--- src/mpm_pkg.sv ---
// Shared types and constants for the multi-pattern payload matcher.
// No dependencies; imported by every module under src.
package mpm_pkg;

    localparam int NUM_PATTERNS    = 8;
    localparam int MAX_PATTERN_LEN = 16;
    localparam int LEN_W           = $clog2(MAX_PATTERN_LEN + 1);
    localparam int POS_W           = $clog2(MAX_PATTERN_LEN);
    localparam int INDEX_W         = 3;
    localparam int BYTE_POS_W      = 4;
    localparam int HIT_MASK_W      = 8;

    typedef enum logic [1:0] {
        OP_PAT_BYTE = 2'd0,
        OP_PAT_LEN  = 2'd1,
        OP_PAYLOAD  = 2'd2
    } opcode_t;

    typedef logic [7:0]                                   byte_t;
    typedef logic [LEN_W-1:0]                             len_t;
    typedef logic [MAX_PATTERN_LEN-1:0][7:0]              pat_row_t;
    typedef pat_row_t [NUM_PATTERNS-1:0]                  pat_table_t;
    typedef logic [NUM_PATTERNS-1:0][LEN_W-1:0]           len_table_t;
    typedef logic [NUM_PATTERNS-1:0]                      hit_vec_t;

    typedef struct packed {
        logic [1:0]            opcode;
        logic [INDEX_W-1:0]    pattern_index;
        logic [BYTE_POS_W-1:0] byte_position;
        byte_t                 value;
        logic                  last_byte;
        logic [31:0]           source_address;
        logic [31:0]           dest_address;
    } cmd_t;

    typedef struct packed {
        logic [HIT_MASK_W-1:0] hit_mask;
        logic [31:0]           alert_source;
        logic [31:0]           alert_dest;
    } alert_t;

    // Table write request from the input stage
    typedef struct packed {
        logic                  byte_we;
        logic                  len_we;
        logic [INDEX_W-1:0]    index;
        logic [BYTE_POS_W-1:0] pos;
        byte_t                 value;
    } tbl_wr_t;

    // Scan status back to the top level
    typedef struct packed {
        hit_vec_t hits;
        logic     packet_open;
    } scan_stat_t;

endpackage

--- src/mpm_table.sv ---
// Pattern table: pattern bytes and pattern lengths in flip-flops.
// Depends on mpm_pkg.
module mpm_table (
    input  logic               clk,
    input  logic               rst_n,
    input  mpm_pkg::tbl_wr_t   wr,
    output mpm_pkg::pat_table_t pat_bytes,
    output mpm_pkg::len_table_t pat_lens
);
    import mpm_pkg::*;

    pat_table_t pat_bytes_reg;
    len_table_t pat_lens_reg;
    len_t       len_sat;

    assign len_sat = (int'(wr.value) > MAX_PATTERN_LEN) ? LEN_W'(MAX_PATTERN_LEN)
                                                         : LEN_W'(wr.value);

    // Pattern bytes are undefined until loaded, so no reset
    always_ff @(posedge clk)
    begin
        for (int p = 0; p < NUM_PATTERNS; p++)
        begin
            for (int j = 0; j < MAX_PATTERN_LEN; j++)
            begin
                if (wr.byte_we && int'(wr.index) == p && int'(wr.pos) == j)
                begin
                    pat_bytes_reg[p][j] <= wr.value;
                end
            end
        end
    end

    always_ff @(posedge clk or negedge rst_n)
    begin
        if (!rst_n)
        begin
            pat_lens_reg <= '0;
        end
        else
        begin
            for (int p = 0; p < NUM_PATTERNS; p++)
            begin
                if (wr.len_we && int'(wr.index) == p)
                begin
                    pat_lens_reg[p] <= len_sat;
                end
            end
        end
    end

    assign pat_bytes = pat_bytes_reg;
    assign pat_lens  = pat_lens_reg;

endmodule

--- config.mk ---
export PLATFORM = sky130hd
export DESIGN_NAME = mpm_table
export DESIGN_NICKNAME = d
export VERILOG_FILES = /design/src/mpm_pkg.sv /design/src/mpm_table.sv
export SDC_FILE = /design/constraint.sdc
export NUM_CORES = 1
export LEC_CHECK = 0
export BUFFER_PORTS_ARGS = -buffer_cell sky130_fd_sc_hd__buf_2
export CAP_MARGIN = 25
export CORE_AREA = 3 3 426 428
export DETAILED_ROUTE_END_ITERATION = 12
export DIE_AREA = 0 0 429 431
export PLACE_DENSITY = 0.46
export SETUP_SLACK_MARGIN = 0.15
export SLEW_MARGIN = 20
export SYNTH_ARGS = -nofsm -noshare
export SYNTH_HDL_FRONTEND = slang
export SYNTH_SLANG_ARGS = --single-unit
--- constraint.sdc ---
create_clock -name clk -period 0.8 [get_ports clk]
set_input_delay 0.16 -clock clk [delete_from_list [all_inputs] [get_ports clk]]
set_output_delay 0.16 -clock clk [all_outputs]
set_load 0.01 [all_outputs]
======== Yosys cells after proc, flatten, opt, wreduce, memory -nomap -nowiden ========
Index checks and enable logic that the tools add are counted.
W data, S select, Z words.
word-level totals
  register bits ........................... 1064
  output and inout bits ................... 1064
cells by class
  $lt $le $gt $ge ......................... 1
  equality and inequality tests ........... 22
  multiplexer cells ....................... 1
  reductions and logical operators ........ 146
operators by type and width
  operator              number
  $logic_and A1 B1 Y1   144
  $eq A4 B4 Y1 const B  8
  $eq A4 B3 Y1 const B  4
  $eq A3 B3 Y1 const B  4
  $eq A4 B2 Y1 const B  2
  $gt A8 B5 Y1 const B  1
  $eq A3 B2 Y1 const B  2
  $mux W5               1
  $eq A4 B1 Y1 const B  1
  $logic_not A4 Y1      1
  $eq A3 B1 Y1 const B  1
  $logic_not A3 Y1      1

======== Longest topological paths before layout ========
Gate-level depths: netlist of run 1.
  depth in word-level cells ............... 3
  depth in mapped cells ................... 5
  gate-level depth less buffers ........... 3

======== Worst setup path after synthesis of run 1 ========
No wires, ideal clock.
  path type ............................... in2reg
  from .................................... in wr[14] (netlist bit)
  to ...................................... reg pat_bytes_reg, in the netlist pat_bytes[408], enable pin
  setup time .............................. 0.370 ns
  arrival time ............................ 1.243 ns
  slack ................................... -0.813 ns
  stages on the path ...................... 5
  path buffers ............................ 2
  cells stage by stage .................... buf_2 > nor2b_2 > nand3_1 > buf_2 > nor2_1
on the way
  longest elaborated chain between the ends .. 3
RTL lines
  what                              RTL line         RTL
  from (decl)                       mpm_table.sv:6   input mpm_pkg::tbl_wr_t wr,
  $eq A3 B3 Y1                      mpm_table.sv:26  if (wr.byte_we && int'(wr.index) == p && int'(wr.pos) == j)
  $logic_and A1 B1 Y1 (2 in a row)  mpm_table.sv:26
  to (signal, indexed assignment)   mpm_table.sv:28  pat_bytes_reg[p][j] <= wr.value;
  to (decl)                         mpm_table.sv:12  pat_table_t pat_bytes_reg;
Every way passes these cells.
A chain may end at the register's enable or synchronous reset.

======== Final worst setup path of run 1 ========
  from .................................... reg pat_bytes_reg, in the netlist pat_bytes[992]
  to ...................................... out pat_bytes[992] (netlist bit)
RTL lines
  what       RTL line        RTL
  to (decl)  mpm_table.sv:7  output mpm_pkg::pat_table_t pat_bytes,
No word-level cell between the ends.

==> results of run 1 <==
-- synth_stat cells, drive strengths merged --
cell type	number
edfxtp	1024
nor2	131
nand2	56
dfrtp	40
o21ai	40
buf	13
nand3	10
nor2b	7
clkbuf	4
nand4	3
nand4b	3
nand4bb	3
nor4	1
or4b	1
-- final cells by class --
| type | instances | area, um^2 | area share |
|---|---|---|---|
| Sequential cell | 1064 | 31800 | 0.639 |
| Tap cell | 2355 | 2950 | 0.0593 |
| Clock inverter | 61 | 564 | 0.0113 |
| Multi-Input combinational cell | 255 | 1590 | 0.0320 |
| Clock buffer | 138 | 2920 | 0.0587 |
| Timing Repair Buffer | 1386 | 9940 | 0.200 |
| Antenna cell | 3 | 7.51 | 0.000151 |
-- timing repair --
action                                  4_1_cts  5_1_grt
endpoints found under the setup margin     2070     2528
cloned                                        0        0
setup buffers                                 4        5
gates resized for setup                     171       89
pin swaps                                     0        0
hold endpoints to repair                    391       74
-- per-layer routing --
| layer | GRT usage | vias up | share of wire | wire length (um) |
|---|---|---|---|---|
| met5 | 0 | - | 0.00010 | 13 |
| met4 | 0.0354 | 2 | 0.022 | 2790 |
| met3 | 0.0353 | 140 | 0.066 | 8450 |
| met2 | 0.237 | 779 | 0.52 | 67300 |
| met1 | 0.159 | 10100 | 0.39 | 50000 |
| li1 | - | 8224 | - | - |
-- worst max-delay path: cells and delay by family (launching register included) --
family                 cells  cell delay (ns)
buffers and inverters      2             0.34
flip-flops                 1             0.49
-- metrics by stage --
stage               instance area, um^2  total power [mW]  hold slack (ns)
detailed placement                45100              66.5           0.0344
finish                            49700               115           -0.174
global route                      49700               119           -0.212
CTS                               49400               117           -0.274
floorplan                         33500              63.3           -0.136
global placement                  45100              66.5           0.0359
-- how the worst max path moves through the flow --
| stage | start | end | slack (ns) | cells after the start |
|---|---|---|---|---|
| floorplan | wr[11] | pat_bytes[984] | -0.65 | 3 |
| global placement | wr[4] | pat_lens[30] | -1.23 | 5 |
| detailed placement | wr[4] | pat_lens[25] | -1.21 | 5 |
| CTS | pat_bytes[992] | pat_bytes[992] | -1.04 | 2 |
| global route | pat_bytes[992] | pat_bytes[992] | -1.01 | 2 |
| finish | pat_bytes[992] | pat_bytes[992] | -0.90 | 2 |
-- power by group through the flow --
stage / clock network, mW / logic (mW) / registers [mW]
after floorplan: 0 / 0.442 / 62.9
after global placement: 0 / 3.88 / 62.7
after detailed placement: 0 / 3.86 / 62.7
after CTS: 50.9 / 4.16 / 61.5
after global routing: 53.1 / 4.35 / 61.5
final: 49.3 / 4.05 / 61.5
-- kinds of logic after synthesis --
kind of cell | count (synthesis)
buf+inv | 17
flops | 1064
simple gates | 215
compound gates | 40
==> results.toml, run 1 <==
[outcome]
status = "complete, but fails checks"
violations = "hold timing, setup timing"

[sta]
finalMaxSlewViolations = 0
clock_skew_ns = 0
fin_crit_ns = 1.70
holdWs_ns = -0.174
setup_tns_ns = -816.54
setup_violations = 2332
period_share = 2.13
relSlewSlack = 0.391
max_freq_ghz = 0.588
rsz0062_at_grt = "true"
worst_slack_ns = -0.900
worstMarginPinSlew_ns = 0.911
hold_viol = 9

[pwr]
switching_share = 0.212
clkPwrFrac = 0.429
p_per_area_mw_per_mm2 = 2310
switchingPower_mw = 24.4
vdd_ir_drop_max_uv = 1730
p_int_mw = 90.5
p_leak_nw = 18.3
p_comb_frac = 0.035
seq_power_share = 0.536

[cells_and_area]
n_fill_cell = 17800
final_core_utilization = 0.279
area_growth_pct = 50.9
final_common_cell = "edfxtp_1"
fin_nets = 2835
drive_gt1_frac = 0.561
most-common-layout-cells = "1024 x edfxtp_1, 929 x buf_2, 195 x buf_4"
finalNonFillerCells = 5262
largest_register_ffs = 1024

[global_routing]
grt_max_degree = 58
first_global_vias = 18900
gr-total-overflow = 0
grt_pass1_wl_mm = 170
antenna_found_initial = 9
track_usage = 0.133

[worst_setup_path]
critical_path_class = "reg2out"
r2r_setup_slack_ns = -0.10
cp_slowest_cell = "edfxtp_1"
path_cells = "buf_6 > buf_6"
crit_top_cell = "buf_6"
required_ns = 0.64
end_kind = "output pin"
r2r-end = "pat_lens[35]"
crit_arrival_ns = 1.54
cpPeakStageDelay_ns = 0.49
r2r_cells = 4
r2r-start = "pat_lens[35]"
cp_max_fo = 1
critPathLaunchType = "flop"

[floorplanning]
die_height_um = 431
num_io_pins = 1083
dieWidth_um = 429
coreArea_mm2 = 0.178
start_util = 0.185
die_area_mm2 = 0.185
row_count = 155

[hold_path]
hp-class = "in2async"

[detailed_routing]
vias_per_cell = 3.65
dr.first_iter.drc_count = 1364
detail_route.wl_per_cell_um = 24.4
vias = 19200
wl_mm = 129
drcViolationCount = 0
dr.pass1.iters = 4
final_antenna_net_count = 0

[clock_tree]
clock_latency_ns = 0.72
cts_num_sinks = 1064
root_buffer = "clkbuf_16"
clk_path_buf_depth = 3
numCtsBuffers = 109
cts.reportedPaths.clkPinSlew_ns = 0.06
htreeDepth = 3
hold_buffers = 16
cts_tree = "built"

[logic_synthesis]
synth.top_cell.area_share = 0.933
synth_area_mm2 = 0.0330
synth.area.top_cells = "edfxtp_1 93%, dfrtp_1 3.0%, nor2_1 1.5%"
yosysSeqAreaShare = 0.964
syn_nets = 1355
synth.area.mux_share = 0
yosysTopAreaCell = "edfxtp_1"
synth_warnings = 0
syn_avg_cell_area_um2 = 24.7
synth_cell_types = 19
synth_seq_cells = 1064
synthAdderAreaFrac = 0
synth-simple-area-share = 0.0278
synthCells = 1336
synth_top_family_by_area = "simple AND/OR/NAND/NOR gates"
synth_xor_area_frac = 0
synth_compound_area_frac = 0.00608

[placement]
dp_slack_ns = -1.21
place_inst = 5034
dp_hpwl_mm = 94.0
io_buffers = 1082
gp_congestion = 0.797

[run]
cap_violations = 0
No activity file was read; power rests on OpenSTA's default activity.
==> run 2: changes to the inputs <==
--- a/config.mk
+++ b/config.mk
@@ -7,10 +7,10 @@
 export LEC_CHECK = 0
 export BUFFER_PORTS_ARGS = -buffer_cell sky130_fd_sc_hd__buf_2
 export CAP_MARGIN = 25
-export CORE_AREA = 3 3 426 428
+export CORE_AREA = 5 5 418 420
 export DETAILED_ROUTE_END_ITERATION = 12
-export DIE_AREA = 0 0 429 431
-export PLACE_DENSITY = 0.46
+export DIE_AREA = 0 0 423 425
+export PLACE_DENSITY = 0.48
 export SETUP_SLACK_MARGIN = 0.15
 export SLEW_MARGIN = 20
 export SYNTH_ARGS = -nofsm -noshare
==> results.toml, run 2 (same netlist as run 1, synthesis figures left out) <==
[detailed_routing]
vias = 19400
detail_route.wl_per_cell_um = 24.9
dr.first_iter.drc_count = 1294
wl_mm = 129
dr.pass1.iters = 5
vias_per_cell = 3.74
drcViolationCount = 0
final_antenna_net_count = 0

[sta]
finalMaxSlewViolations = 0
period_share = 1.98
hold_viol = 16
holdWs_ns = -0.0706
setup_tns_ns = -810.45
rsz0062_at_grt = "true"
setup_violations = 1976
worst_slack_ns = -0.782
fin_crit_ns = 1.58
max_freq_ghz = 0.632
worstMarginPinSlew_ns = 0.914
clock_skew_ns = 0
relSlewSlack = 0.389

[placement]
io_buffers = 1082
dp_hpwl_mm = 94.2
gp_congestion = 0.803

[pwr]
vdd_ir_drop_max_uv = 1660
p_leak_nw = 18.3
p_per_area_mw_per_mm2 = 2290

[cells_and_area]
drive_gt1_frac = 0.561
most-common-layout-cells = "1024 x edfxtp_1, 934 x buf_2, 227 x buf_4"
final_common_cell = "edfxtp_1"
final_core_utilization = 0.290
area_growth_pct = 50.3
largest_register_ffs = 1024
fin_nets = 2864

[floorplanning]
die_height_um = 425
row_count = 152
dieWidth_um = 423
num_io_pins = 1083
coreArea_mm2 = 0.171
start_util = 0.193
die_area_mm2 = 0.180

[clock_tree]
htreeDepth = 3
clock_latency_ns = 0.73
clk_path_buf_depth = 3
root_buffer = "clkbuf_16"
cts_num_sinks = 1064
cts.reportedPaths.clkPinSlew_ns = 0.06
numCtsBuffers = 109
cts_tree = "built"

[run]
cap_violations = 0

[worst_setup_path]
critPathLaunchType = "flop"
cpPeakStageDelay_ns = 0.49
required_ns = 0.64
path_buf_inv = 1
cp_top_family = "flip-flops"
crit_arrival_ns = 1.42
path_cells = "buf_6"
critical_path_class = "reg2out"
end_kind = "output pin"
cp_max_fo = 1
cp_slowest_cell = "edfxtp_1"

[global_routing]
grt_pass1_wl_mm = 169
gr-total-overflow = 0
track_usage = 0.136
grt_max_degree = 56
antenna_found_initial = 10
first_global_vias = 19600

[outcome]
status = "complete, but fails checks"
violations = "hold timing, setup timing"

[hold_path]
hp-class = "in2reg"
-- run 2: cell types whose count changed in the layout (fill, tap and decap cells not counted), moves of 2 or more --
cell | before | now
buf_4 | 195 | 227
bufinv_16 | 5 | 3
buf_6 | 146 | 140
inv_4 | 2 | 0
buf_2 | 929 | 934
clkinv_1 | 18 | 27
buf_12 | 102 | 94
dlygate4sd3_1 | 13 | 20
clkbuf_16 | 112 | 110
clkbuf_1 | 24 | 22
-- run 2: power by group --
part / switching (mW) / leakage, nW / internal [mW]
clock: 21.6 / 1.63 / 26.4
sequential: 0.143 / 9.74 / 61.4
combinational: 2.60 / 6.92 / 1.47
total: 24.4 / 18.3 / 89.2
-- run 2: layer usage --
layer  wire length (um)  GRT usage
met4               5510     0.0573
met2              64100      0.233
met5                 27          0
met1              48400      0.155
met3              10400     0.0460
-- run 2: per-stage QoR --
stage / power (mW) / instance area, um^2 / std cells / setup slack [ns] / hold WS [ns]
global placement: 66.6 / 45000 / 4940 / -1.30 / 0.141
floorplan: 63.3 / 33500 / 1336 / -0.655 / -0.136
CTS: 115 / 49100 / 5160 / -0.875 / -0.153
finish: 114 / 49500 / 5170 / -0.782 / -0.0706
detailed placement: 66.6 / 45000 / 4940 / -1.27 / 0.144
global route: 117 / 49500 / 5166 / -0.870 / -0.119
-- run 2: layout make-up --
class | instances | area, um^2
Multi-Input combinational cell | 255 | 1590
Clock inverter | 66 | 510
Clock buffer | 133 | 2850
Tap cell | 2233 | 2790
Sequential cell | 1064 | 31800
Fill cell | 16900 | 121000
Timing Repair Buffer | 1415 | 10000
Antenna cell | 4 | 10.0
-- run 2: final timing paths --
check                      cells after the start      startpoint        endpoint  slack (ns)
setup / recovery                               1  pat_bytes[412]  pat_bytes[412]       -0.78
max in group asynchronous                      4           rst_n     pat_lens[7]        0.08
hold / removal                                 2           wr[6]  pat_bytes[886]       -0.07
setup reg to reg                               4    pat_lens[29]    pat_lens[29]       -0.08
hold reg to reg                                2    pat_lens[16]    pat_lens[16]        0.47
min in group asynchronous                      4           rst_n    pat_lens[37]        0.45
-- run 2: timing repair --
action                                 in CTS  in global routing
setup endpoints to repair                2039               2544
setup buffers                               2                  4
hold buffers                               19                  2
gates cloned                                0                  0
endpoints found under the hold margin     433                 90
gates resized for setup                   138                100
